<file path="config.mk">
export PLATFORM = sky130hd
export DESIGN_NAME = sliding_window_median_filter
export DESIGN_NICKNAME = d
export VERILOG_FILES = /design/src/smf_pkg.sv /design/src/smf_cell.sv /design/src/smf_median.sv /design/src/sliding_window_median_filter.sv
export SDC_FILE = /design/constraint.sdc
export NUM_CORES = 2
export LEC_CHECK = 0
export BUFFER_PORTS_ARGS = -buffer_cell sky130_fd_sc_hd__buf_2
export CAP_MARGIN = 15
export CORE_MARGIN = 2
export CORE_UTILIZATION = 30
export DETAILED_ROUTE_END_ITERATION = 8
export GPL_TIMING_DRIVEN = 1
export HOLD_SLACK_MARGIN = 0.03
export MAX_ROUTING_LAYER = met4
export SETUP_SLACK_MARGIN = 0.05
export SLEW_MARGIN = 30
export SYNTH_ARGS = -nofsm -noshare
export SYNTH_HDL_FRONTEND = slang
export SYNTH_SLANG_ARGS = --single-unit
</file>
<file path="constraint.sdc">
create_clock -name aclk -period 10.1 [get_ports aclk]
set_clock_uncertainty 0.15 [all_clocks]
set_input_delay 2.02 -clock aclk [delete_from_list [all_inputs] [get_ports aclk]]
set_output_delay 2.02 -clock aclk [all_outputs]
set_load 0.005 [all_outputs]
</file>
<file path="src/smf_pkg.sv">
package smf_pkg;

    // Widths fixed by the register map
    localparam int LEN_WIDTH = 5;
    localparam int CFG_IDX_W = 2;

    // Register indexes on the configuration port
    localparam logic [CFG_IDX_W-1:0] REG_WINDOW_LENGTH = 2'd0;
    localparam logic [CFG_IDX_W-1:0] REG_FILL_VALUE    = 2'd1;

    // Control handed from one sorted cell to the next
    typedef struct packed {
        logic le;          // this cell is active and holds a value <= incoming sample
        logic del_before;  // the expiring entry sits at this cell or below it
    } smf_link_t;

endpackage

</file>
<file path="src/smf_cell.sv">
module smf_cell import smf_pkg::*; #(
    parameter int W   = 16,
    parameter int AW  = 4,
    parameter int IDX = 0
) (
    input  logic          aclk,
    input  logic          aresetn,
    input  logic          shift_en,
    input  logic          active,
    input  logic          refill,
    input  logic [W-1:0]  refill_val,
    input  logic [W-1:0]  x,
    input  logic [AW-1:0] age_last,
    input  logic [W-1:0]  prev_val,
    input  logic [AW-1:0] prev_age,
    input  smf_link_t     link_in,
    input  logic [W-1:0]  next_val,
    input  logic [AW-1:0] next_age,
    input  logic          next_le,
    output logic [W-1:0]  val_q,
    output logic [AW-1:0] age_q,
    output smf_link_t     link_out
);

    logic [W-1:0]  val_reg, val_next;
    logic [AW-1:0] age_reg, age_next;
    logic          le_self, del_self;
    logic [W-1:0]  s_val, t_val;
    logic [AW-1:0] s_age, t_age;
    logic          s_le, t_le;

    // Compare against the incoming sample and spot the expiring entry
    assign le_self  = active && ($signed(val_reg) <= $signed(x));
    assign del_self = active && (age_reg == age_last);

    assign link_out.le         = le_self;
    assign link_out.del_before = link_in.del_before || del_self;

    // Pick neighbor candidates once the expiring entry is removed
    always_comb begin
        if (link_in.del_before || del_self) begin
            s_val = next_val;
            s_age = next_age;
            s_le  = next_le;
        end else begin
            s_val = val_reg;
            s_age = age_reg;
            s_le  = le_self;
        end
        if (link_in.del_before) begin
            t_val = val_reg;
            t_age = age_reg;
            t_le  = le_self;
        end else begin
            t_val = prev_val;
            t_age = prev_age;
            t_le  = link_in.le;
        end
    end

    // Refill loads the fill value; otherwise insert the new sample at its sorted place, age everything else
    always_comb begin
        val_next = val_reg;
        age_next = age_reg;
        if (refill) begin
            val_next = refill_val;
            age_next = AW'(IDX);
        end else if (shift_en && active) begin
            if (s_le) begin
                val_next = s_val;
                age_next = s_age + AW'(1);
            end else if (t_le) begin
                val_next = x;
                age_next = '0;
            end else begin
                val_next = t_val;
                age_next = t_age + AW'(1);
            end
        end
    end

    always_ff @(posedge aclk) begin
        if (!aresetn) begin
            val_reg <= '0;
            age_reg <= AW'(IDX);
        end else begin
            val_reg <= val_next;
            age_reg <= age_next;
        end
    end

    assign val_q = val_reg;
    assign age_q = age_reg;

endmodule

</file>
<file path="src/smf_median.sv">
module smf_median import smf_pkg::*; #(
    parameter int W = 16,
    parameter int N = 16
) (
    input  logic                aclk,
    input  logic                aresetn,
    input  logic                load,
    input  logic [N-1:0][W-1:0] vals,
    input  logic [N-1:0]        sel_lo,
    input  logic [N-1:0]        sel_hi,
    input  logic                m_tready,
    output logic                m_tvalid,
    output logic [W-1:0]        median,
    output logic                can_load
);

    logic [W-1:0] lo, hi;
    logic [W:0]   sum, adj;
    logic         m_tvalid_reg, m_tvalid_next;
    logic [W-1:0] median_reg, median_next;

    // Gather the two middle entries from the sorted row
    always_comb begin
        lo = '0;
        hi = '0;
        for (int i = 0; i < N; i++) begin
            lo = lo | (vals[i] & {W{sel_lo[i]}});
            hi = hi | (vals[i] & {W{sel_hi[i]}});
        end
    end

    // Average the middle pair, rounding toward zero
    assign sum = {lo[W-1], lo} + {hi[W-1], hi};
    assign adj = sum + (W+1)'(sum[W]);

    assign can_load = !m_tvalid_reg || m_tready;

    always_comb begin
        m_tvalid_next = m_tvalid_reg;
        median_next   = median_reg;
        if (load) begin
            m_tvalid_next = 1'b1;
            median_next   = adj[W:1];
        end else if (m_tready) begin
            m_tvalid_next = 1'b0;
        end
    end

    always_ff @(posedge aclk) begin
        if (!aresetn) begin
            m_tvalid_reg <= 1'b0;
        end else begin
            m_tvalid_reg <= m_tvalid_next;
        end
        median_reg <= median_next;
    end

    assign m_tvalid = m_tvalid_reg;
    assign median   = median_reg;

endmodule

</file>
<file path="src/sliding_window_median_filter.sv">
// Channel  | Ports                     | Contents (low bit up)
// ---------+---------------------------+----------------------------------
// input    | s_tvalid s_tready s_tdata | sample (signed), zero pad
// result   | m_tvalid m_tready m_tdata | median (signed), zero pad
// config   | cfg_we cfg_index cfg_wdata| 0: window_length, 1: fill_value
//
// One sample per cycle while the result channel is not stalled: a transaction shifts
// the sorted cell row in the cycle it is taken, and the median register then loads
// from the updated row once the result slot is free.
// Reset clears the window to zero with a length of three.
// A stalled result lets one more transaction into the row, then holds s_tready low.
module sliding_window_median_filter import smf_pkg::*; #(
    parameter int MAX_WINDOW   = 16,
    parameter int SAMPLE_WIDTH = 16
) (
    input  logic                                      aclk,
    input  logic                                      aresetn,
    input  logic                                      s_tvalid,
    output logic                                      s_tready,
    // sample
    input  logic [((SAMPLE_WIDTH+7)/8)*8-1:0]         s_tdata,
    output logic                                      m_tvalid,
    input  logic                                      m_tready,
    // median
    output logic [((SAMPLE_WIDTH+7)/8)*8-1:0]         m_tdata,
    input  logic                                      cfg_we,
    input  logic [CFG_IDX_W-1:0]                      cfg_index,
    input  logic [((SAMPLE_WIDTH > LEN_WIDTH) ? SAMPLE_WIDTH : LEN_WIDTH)-1:0] cfg_wdata
);

    localparam int W       = SAMPLE_WIDTH;
    localparam int TDATA_W = ((SAMPLE_WIDTH + 7) / 8) * 8;
    localparam int AW      = (MAX_WINDOW > 1) ? $clog2(MAX_WINDOW) : 1;
    localparam int NW      = $clog2(MAX_WINDOW + 1);

    logic [LEN_WIDTH-1:0] wlen_reg, wlen_next;
    logic [W-1:0]         fill_reg, fill_next;
    logic                 pend_reg, pend_next;
    logic                 refill;
    logic [W-1:0]         refill_val;
    logic [NW-1:0]        n_eff, lo_idx, hi_idx;
    logic [AW-1:0]        age_last;
    logic                 shift_en, load, can_load;
    logic [W-1:0]         sample, median;

    logic [MAX_WINDOW-1:0][W-1:0]  val_q;
    logic [MAX_WINDOW-1:0][AW-1:0] age_q;
    logic [MAX_WINDOW-1:0]         active, sel_lo, sel_hi;
    smf_link_t                     link [MAX_WINDOW+1];

    // Register writes; either one refills the window
    always_comb begin
        wlen_next  = wlen_reg;
        fill_next  = fill_reg;
        refill     = 1'b0;
        refill_val = fill_reg;
        if (cfg_we && cfg_index == REG_WINDOW_LENGTH) begin
            wlen_next = cfg_wdata[LEN_WIDTH-1:0];
            refill    = 1'b1;
        end else if (cfg_we && cfg_index == REG_FILL_VALUE) begin
            fill_next  = cfg_wdata[W-1:0];
            refill     = 1'b1;
            refill_val = cfg_wdata[W-1:0];
        end
    end

    // Clamp the length to the row size, treating zero as one
    always_comb begin
        if (wlen_reg == '0) begin
            n_eff = NW'(1);
        end else if (32'(wlen_reg) > 32'(MAX_WINDOW)) begin
            n_eff = NW'(MAX_WINDOW);
        end else begin
            n_eff = NW'(wlen_reg);
        end
    end

    assign age_last = AW'(n_eff - NW'(1));
    assign lo_idx   = (n_eff - NW'(1)) >> 1;
    assign hi_idx   = n_eff >> 1;

    // Handshake: one transaction waits in the row while the result slot drains
    assign sample   = s_tdata[W-1:0];
    assign s_tready = !pend_reg || can_load;
    assign shift_en = s_tvalid && s_tready;
    assign load     = pend_reg && can_load;

    always_comb begin
        pend_next = pend_reg;
        if (shift_en) begin
            pend_next = 1'b1;
        end else if (load) begin
            pend_next = 1'b0;
        end
    end

    always_ff @(posedge aclk) begin
        if (!aresetn) begin
            wlen_reg <= LEN_WIDTH'(3);
            fill_reg <= '0;
            pend_reg <= 1'b0;
        end else begin
            wlen_reg <= wlen_next;
            fill_reg <= fill_next;
            pend_reg <= pend_next;
        end
    end

    // Sorted cell row, lowest value at cell zero
    assign link[0] = '{le: 1'b1, del_before: 1'b0};

    for (genvar i = 0; i < MAX_WINDOW; i++) begin : g_cell
        logic [W-1:0]  pv, nv;
        logic [AW-1:0] pa, na;
        logic          nle;

        assign active[i] = NW'(i) < n_eff;
        assign sel_lo[i] = NW'(i) == lo_idx;
        assign sel_hi[i] = NW'(i) == hi_idx;

        if (i == 0) begin : g_first
            assign pv = sample;
            assign pa = '0;
        end else begin : g_mid
            assign pv = val_q[i-1];
            assign pa = age_q[i-1];
        end

        if (i == MAX_WINDOW - 1) begin : g_last
            assign nv  = '0;
            assign na  = '0;
            assign nle = 1'b0;
        end else begin : g_inner
            assign nv  = val_q[i+1];
            assign na  = age_q[i+1];
            assign nle = link[i+2].le;
        end

        smf_cell #(
            .W   (W),
            .AW  (AW),
            .IDX (i)
        ) u_cell (
            .aclk       (aclk),
            .aresetn    (aresetn),
            .shift_en   (shift_en),
            .active     (active[i]),
            .refill     (refill),
            .refill_val (refill_val),
            .x          (sample),
            .age_last   (age_last),
            .prev_val   (pv),
            .prev_age   (pa),
            .link_in    (link[i]),
            .next_val   (nv),
            .next_age   (na),
            .next_le    (nle),
            .val_q      (val_q[i]),
            .age_q      (age_q[i]),
            .link_out   (link[i+1])
        );
    end

    // Middle pick and result register
    smf_median #(
        .W (W),
        .N (MAX_WINDOW)
    ) u_median (
        .aclk     (aclk),
        .aresetn  (aresetn),
        .load     (load),
        .vals     (val_q),
        .sel_lo   (sel_lo),
        .sel_hi   (sel_hi),
        .m_tready (m_tready),
        .m_tvalid (m_tvalid),
        .median   (median),
        .can_load (can_load)
    );

    assign m_tdata = TDATA_W'(median);

endmodule

</file>
Word-level counts from Yosys, hierarchy flattened. Cells that the tools add are included.

Register bits after elaboration: 359. Bits of input ports: 39. Output and inout bits: 18. Logic and storage cells: 447.

$add $sub $neg: 19. $lt $le $gt $ge: 33. Eq/ne operators: 48. Mux-type cells: 152. Bitwise gates (word level): 63. Reduce and logical (&&, ||, !) cells: 95.

Operator list (count): 2-to-1 mux 16 bit (81); AND 16 bit (32); bitwise OR 16 bit (30); <= comparator 16 bit (16); 2-to-1 mux 4 bit (47); adder 4 x 1 -> 4 bit (second input constant) (16); equality test 4 bit (16); equality test 4 bit (first input constant) (16); logical AND 1 bit (52); < comparator 4 x 5 -> 1 bit (first input constant) (8); nonzero test 2 bit (18); equality test 3 x 4 -> 1 bit (first input constant) (8); 2-to-1 mux 1 bit (22); < comparator 3 x 5 -> 1 bit (first input constant) (4); adder 16 x 16 -> 17 bit (1); adder 17 x 1 -> 17 bit (1); logical OR 1 bit (17); equality test 2 x 4 -> 1 bit (first input constant) (4); zero test 5 bit (3); < comparator 1 x 5 -> 1 bit (first input constant) (2); < comparator 2 x 5 -> 1 bit (first input constant) (2); 2-to-1 mux 5 bit (2); equality test 1 x 4 -> 1 bit (first input constant) (2); > comparator 5 bit (second input constant) (1); other kinds (8) (9).

Logic depth before layout (Yosys ltp).
Depth in word-level cells: 25. Depth in mapped cells: 31. Gate-level depth less buffers: 24.

Modules after synthesis. A second synthesis with hierarchy kept.

Cell total of the unflattened synthesis: 4522. Area, all modules: 38424.4 µm².

By module, submodules not included: smf_median (instances 1, cells each 514, area each 4342.9 µm², sequential area each 500.5 µm²); smf_cell (g_cell[8].u_cell) (instances 1, cells each 288, area each 2247.2 µm², sequential area each 400.4 µm²); smf_cell (g_cell[3].u_cell) (instances 1, cells each 288, area each 2188.3 µm², sequential area each 400.4 µm²); smf_cell (g_cell[14].u_cell) (instances 1, cells each 299, area each 2174.6 µm², sequential area each 400.4 µm²); smf_cell (g_cell[4].u_cell) (instances 1, cells each 256, area each 2090.8 µm², sequential area each 400.4 µm²); smf_cell (g_cell[10].u_cell) (instances 1, cells each 224, area each 2060.7 µm², sequential area each 400.4 µm²); smf_cell (g_cell[15].u_cell) (instances 1, cells each 263, area each 2060.7 µm², sequential area each 400.4 µm²); smf_cell (g_cell[6].u_cell) (instances 1, cells each 222, area each 2039.5 µm², sequential area each 400.4 µm²); smf_cell (g_cell[9].u_cell) (instances 1, cells each 218, area each 2021.9 µm², sequential area each 400.4 µm²); smf_cell (g_cell[13].u_cell) (instances 1, cells each 216, area each 2006.9 µm², sequential area each 400.4 µm²); smf_cell (g_cell[12].u_cell) (instances 1, cells each 220, area each 2003.2 µm², sequential area each 400.4 µm²); smf_cell (g_cell[7].u_cell) (instances 1, cells each 219, area each 1999.4 µm², sequential area each 400.4 µm²); smf_cell (g_cell[11].u_cell) (instances 1, cells each 262, area each 1994.4 µm², sequential area each 400.4 µm²); smf_cell (g_cell[2].u_cell) (instances 1, cells each 216, area each 1994.4 µm², sequential area each 400.4 µm²); 4 more rows.

Worst setup path before layout. OpenSTA, ideal clock, no wires.

Path type: register to register. Start: register wlen_reg[2]. End: register u_median.median_reg[11], in the netlist u_median.median[11] (data pin). Setup time: 262 ps. Arrival time: 6430 ps. Required time: 9688 ps. Setup slack: 3258 ps. Cell stages (with the launch flop): 30. Path buffers: 6. Clock period less this slack: 6842 ps. Cell sequence: dfxtp_1 buf_2 nor4_2 nor2_2 buf_2 inv_1 ha_1 clkbuf_1 buf_2 clkbuf_1 clkbuf_1 mux2i_1 o21ai_0 a21oi_1 o2111ai_1 ha_1 fa_1 a21o_1 a21oi_1 o21ai_0 nand3_1 a21boi_0 o21a_1 o21ai_0 and2_1 ha_1 nand3_1 nor3b_1 nor3b_1 xnor2_1.

Word-level cells in the longest chain between the ends: 23. Elaborated cells on any way between the ends: 101. Those cells by class: add/sub: 3; order compare: 1; eq/ne: 30; mux: 2; bitwise: 62; reduce/logical: 3.

Ends and longest elaborated chain: start: declaration (RTL line sliding_window_median_filter.sv:36) `logic [LEN_WIDTH-1:0] wlen_reg, wlen_next;`; start signal: assignment (RTL line sliding_window_median_filter.sv:103) `wlen_reg <= wlen_next;`; > comparator 5 bit (RTL line sliding_window_median_filter.sv:71) `end else if (32'(wlen_reg) > 32'(MAX_WINDOW)) begin`; 2-to-1 mux 5 bit (RTL line sliding_window_median_filter.sv:71); 2-to-1 mux 5 bit (*) (RTL line sliding_window_median_filter.sv:69) `if (wlen_reg == '0) begin`; subtractor 5 x 1 -> 5 bit (RTL line sliding_window_median_filter.sv:79) `assign lo_idx = (n_eff - NW'(1)) >> 1;`; equality test 1 x 4 -> 1 bit or zero test 5 bit (tied branches) (RTL line sliding_window_median_filter.sv:118) `assign sel_lo[i] = NW'(i) == lo_idx;`; AND 16 bit (RTL line smf_median.sv:27) `lo = lo | (vals[i] & {W{sel_lo[i]}});`; bitwise OR 16 bit (15 in series) (RTL line smf_median.sv:27); adder 16 x 16 -> 17 bit (*) (RTL line smf_median.sv:33) `assign sum = {lo[W-1], lo} + {hi[W-1], hi};`; adder 17 x 1 -> 17 bit (*) (RTL line smf_median.sv:34) `assign adj = sum + (W+1)'(sum[W]);`; named net u_median.adj[12] (RTL line smf_median.sv:18) `logic [W:0] sum, adj;`; end signal: assignment (RTL line smf_median.sv:55) `median_reg <= median_next;`; end: declaration (RTL line smf_median.sv:20) `logic [W-1:0] median_reg, median_next;`.

Mark *: on every way through the listed nets, which the timed path passes. The rest lies on a longest branch. A chain may end at the register's enable or synchronous reset.

Worst setup path in the final report.
Start: register wlen_reg[4]. End: register u_median.median_reg[11], in the netlist u_median.median[11] (data pin).

Same word-level chain as after synthesis.

==> impl_results.md <==
* Clock Latency Late Sink at between 0.7 and 0.8 ns
* Outcome: complete, but fails checks
* # Max-Cap Violations at 0
* Flops & latches, synth at ~360
* Final core occ at between 30% and 40%
* Largest net degree at the start of global routing at 65
* VDD IR-drop max at roughly 0.00018 V
* # hold bufs at CTS at 0
* Post-Route WL at between 150000 and 200000 um
* Post-synth ARST share at 0%
* FMAX at approximately 120 MHz
* Sequential-to-total area share from yosys stat at 21.84%
* Grt ovf at 0
* Clk network pwr share at between 20% and 30%
* Slew @ Worst Pin at about 1.2 ns
* DRC errors left at 7
* Die area at roughly 0.11 sq mm
* Final number of setup-violating endpoints at 0
* GRT Resource Usage Total at a little under a third
* Width of the die at approximately 340 um
* Pwr/cell area at approximately 210 mW/mm^2
* Avg Cell Area, Syn at between 7 and 8 sq um
* Die height at 338.9 um
* IO Pins at 57
* Synth unique cells at 96
* CP Capture Type: flip-flop
* Filler cells at ~12000
* Critical Path RT at roughly 10 ns
* Final Hold Fails at 0
* CTS max path bufs at 3
* Number of post-CTS setup repair buffers at 0
* Failing checks: DRC
* Post-Place Setup Slack at ~2.0 ns
* Net Switching at ~3700 uW
* Clock root buffer: clkbuf_16
* Vias in the first global route at 35070
* Hold Path Class: flip-flop to flip-flop
* Primary FF master, synth: dfxtp_1
* Internal power of the cells at about 4100 uW
* Syn Std Cell Area at ~0.034 sq mm
* Mapped Cells at ~4300
* Final period utilization at between 80 and 90%
* Combinational Power Share at 50.7%
* Initial antenna violation count at 10
* Register clock-pin slew on the reported worst setup and hold paths at about 0.06 ns
* Critical Path AT at approximately 8.5 ns
* CP Class: flip-flop to flip-flop
* P&R area growth vs syn at 11.15%
* P_leak at about 0.015 uW
* Flop pwr share at 24.6%
* Syn_nets at around 4600
* Final RePlAce weighted congestion at 1.049
* Sink Count at about 360
* First-pass detailed-route iteration total at 9
* Synth warn at 0
* Crit path time final at a little over 8 ns
* CORE AREA at roughly 0.11 sq mm
* EDFF count, synth at 16
* First-pass GRT wire length at between 200000 and 300000 um
* Post-detailed-route count of antenna-violating nets at 0
* DR iter-0 viols at about 5300
* Worst Path Max Fanout at 46
* Max reg flops at between 200 and 300
* Average vias per placed instance at between 6 and 7
* Post-CTS Resized at 0
* Row count at 122
* Fin nets at 4548
* Min setup slack post-route at 1.820 ns
* CTS tree: yes
* Setup TNS at 0 ns
* DP HPWL at roughly 130000 um
* Vias at 38280
* Layout cells sized above 1 at approximately 11%
* RSZ-0062 raised after global routing: false
* Switch share at about 48%
* Slew Limit Fails at 0
* Starting density of the core at 30.31%
* Wire per inst at ~32 um
* H-tree depth at 2
* TritonCTS buffer count at 50
* Slew HR at between 20% and 30%
* Startpoint types: flip-flop
* Port bufs at 56
critical path, stage by stage, from the launching register on:
cell and delay, ns:
dfxtp_2 0.82, clkinv_1 0.66, nand2_1 0.36, ha_4 0.60
buf_4 0.52, nor2_1 0.10, buf_4 0.21, a22oi_1 0.15
o21ai_0 0.22, a21oi_1 0.21, o2111ai_1 0.13, ha_1 0.26
fa_1 0.47, a21o_1 0.20, a21oi_1 0.29, o21ai_0 0.22
nand3_1 0.15, a21boi_0 0.09, o21a_1 0.21, o21ai_0 0.40
and2_1 0.28, ha_1 0.19, nand3_1 0.08, nor3b_1 0.52
nor3b_1 0.31, xnor2_1 0.09
through the flow:
step	total power (uW)	instances	cell area [sq um]	hold WS, ns
global route	8041	5751	37380	0.3243
CTS	7593	5745	37350	0.3064
global placement	5660	5652	35580	0.2910
finish	7785	5754	37390	0.3062
detailed placement	5678	5652	35620	0.2987
floorplan	4459	4315	33640	0.2857
path summary, 6_finish.rpt:
kind | start | to | slack, ns | cells past startpoint
worst max-delay path | wlen_reg[4] | u_median.median[11] | 1.82 | 25
worst min-delay path | fill_reg[8] | fill_reg[8] | 0.31 | 2
worst max register to register | wlen_reg[4] | u_median.median[11] | 1.82 | 25
worst min register to register | fill_reg[8] | fill_reg[8] | 0.31 | 2
kinds of logic after synthesis:
| logic type | synth area share, % |
|---|---|
| AO/OA/AOI/OAI | 31.92 |
| XOR/XNOR | 3.080 |
| adder cells (fa/ha/maj) | 10.92 |
| buffers and inverters | 5.144 |
| flip-flops | 21.84 |
| multiplexers | 11.68 |
| AND/OR/NAND/NOR | 15.42 |
per-layer routing:
metal / global-route usage (%) / wire length, um / vias to the layer above
li1: - / - / 16310
met1: 40.59 / 73680 / 18300
met2: 42.37 / 72360 / 2911
met3: 10.15 / 25270 / 757
met4: 19.94 / 14040 / 0
met5: - / 0 / -
cell usage in the layout, fill, tap and decap left out, types with 44 or more instances in the layout:
| cell | synthesis | final |
|---|---|---|
| a21oi_1 | 423 | 413 |
| a221oi_1 | 57 | 57 |
| a22oi_1 | 92 | 92 |
| a31oi_1 | 108 | 108 |
| buf_2 | 60 | 56 |
| buf_4 | 14 | 127 |
| clkbuf_16 | 0 | 50 |
| dfxtp_1 | 343 | 341 |
| ha_1 | 292 | 290 |
| inv_1 | 61 | 60 |
| mux2_2 | 83 | 83 |
| mux2i_1 | 297 | 294 |
| nand2_1 | 380 | 378 |
| nand3_1 | 94 | 94 |
| nand4_1 | 52 | 52 |
| nor2_1 | 258 | 236 |
| nor3_1 | 99 | 97 |
| o2111ai_1 | 44 | 44 |
| o211ai_1 | 84 | 84 |
| o21a_1 | 48 | 48 |
| o21ai_0 | 374 | 370 |
| o22ai_1 | 73 | 73 |
| xnor2_1 | 65 | 65 |
cell usage after synthesis, types with 24 or more instances:
| master | count | area [sq um] |
|---|---|---|
| a2111oi_0 | 24 | 210.2 |
| a21o_1 | 43 | 322.8 |
| a21oi_1 | 423 | 2117 |
| a221oi_1 | 57 | 499.2 |
| a22o_1 | 33 | 289.0 |
| a22oi_1 | 92 | 690.7 |
| a311oi_1 | 24 | 210.2 |
| a31oi_1 | 108 | 675.7 |
| buf_1 | 26 | 97.59 |
| buf_2 | 60 | 300.3 |
| clkbuf_1 | 226 | 848.3 |
| dfxtp_1 | 343 | 6867 |
| ha_1 | 292 | 3654 |
| inv_1 | 61 | 229.0 |
| mux2_2 | 83 | 934.7 |
| mux2i_1 | 297 | 2973 |
| nand2_1 | 380 | 1426 |
| nand2b_1 | 33 | 206.5 |
| nand3_1 | 94 | 470.5 |
| nand4_1 | 52 | 325.3 |
| nor2_1 | 258 | 968.4 |
| nor2b_1 | 42 | 262.8 |
| nor3_1 | 99 | 495.5 |
| nor4_1 | 24 | 150.1 |
| o2111ai_1 | 44 | 385.4 |
| o211ai_1 | 84 | 630.6 |
| o21a_1 | 48 | 360.4 |
| o21ai_0 | 374 | 1872 |
| o22ai_1 | 73 | 456.7 |
| o31ai_1 | 24 | 180.2 |
| xnor2_1 | 65 | 569.3 |
| xor2_1 | 36 | 315.3 |
layout make-up:
type / instances / area [sq um] / share of cell area, %
inverters: 77 / 289.0 / 0.7730
well taps: 1488 / 1862 / 4.979
multi-input cells: 3545 / 24910 / 66.61
clock buffers: 77 / 1503 / 4.019
diodes: 9 / 22.52 / 0.06023
clock inverters: 16 / 226.5 / 0.6057
repair buffers: 183 / 1234 / 3.299
flip-flops and latches: 359 / 7350 / 19.66
power groups by stage:
stage	clock [uW]	sequential (uW)	combinational, uW
floorplan	0	1740	2720
global placement	0	1920	3740
detailed placement	0	1910	3760
CTS	1930	1880	3780
global route	1980	1910	4150
finish	1930	1910	3950
(Power assumes the default switching activity.)
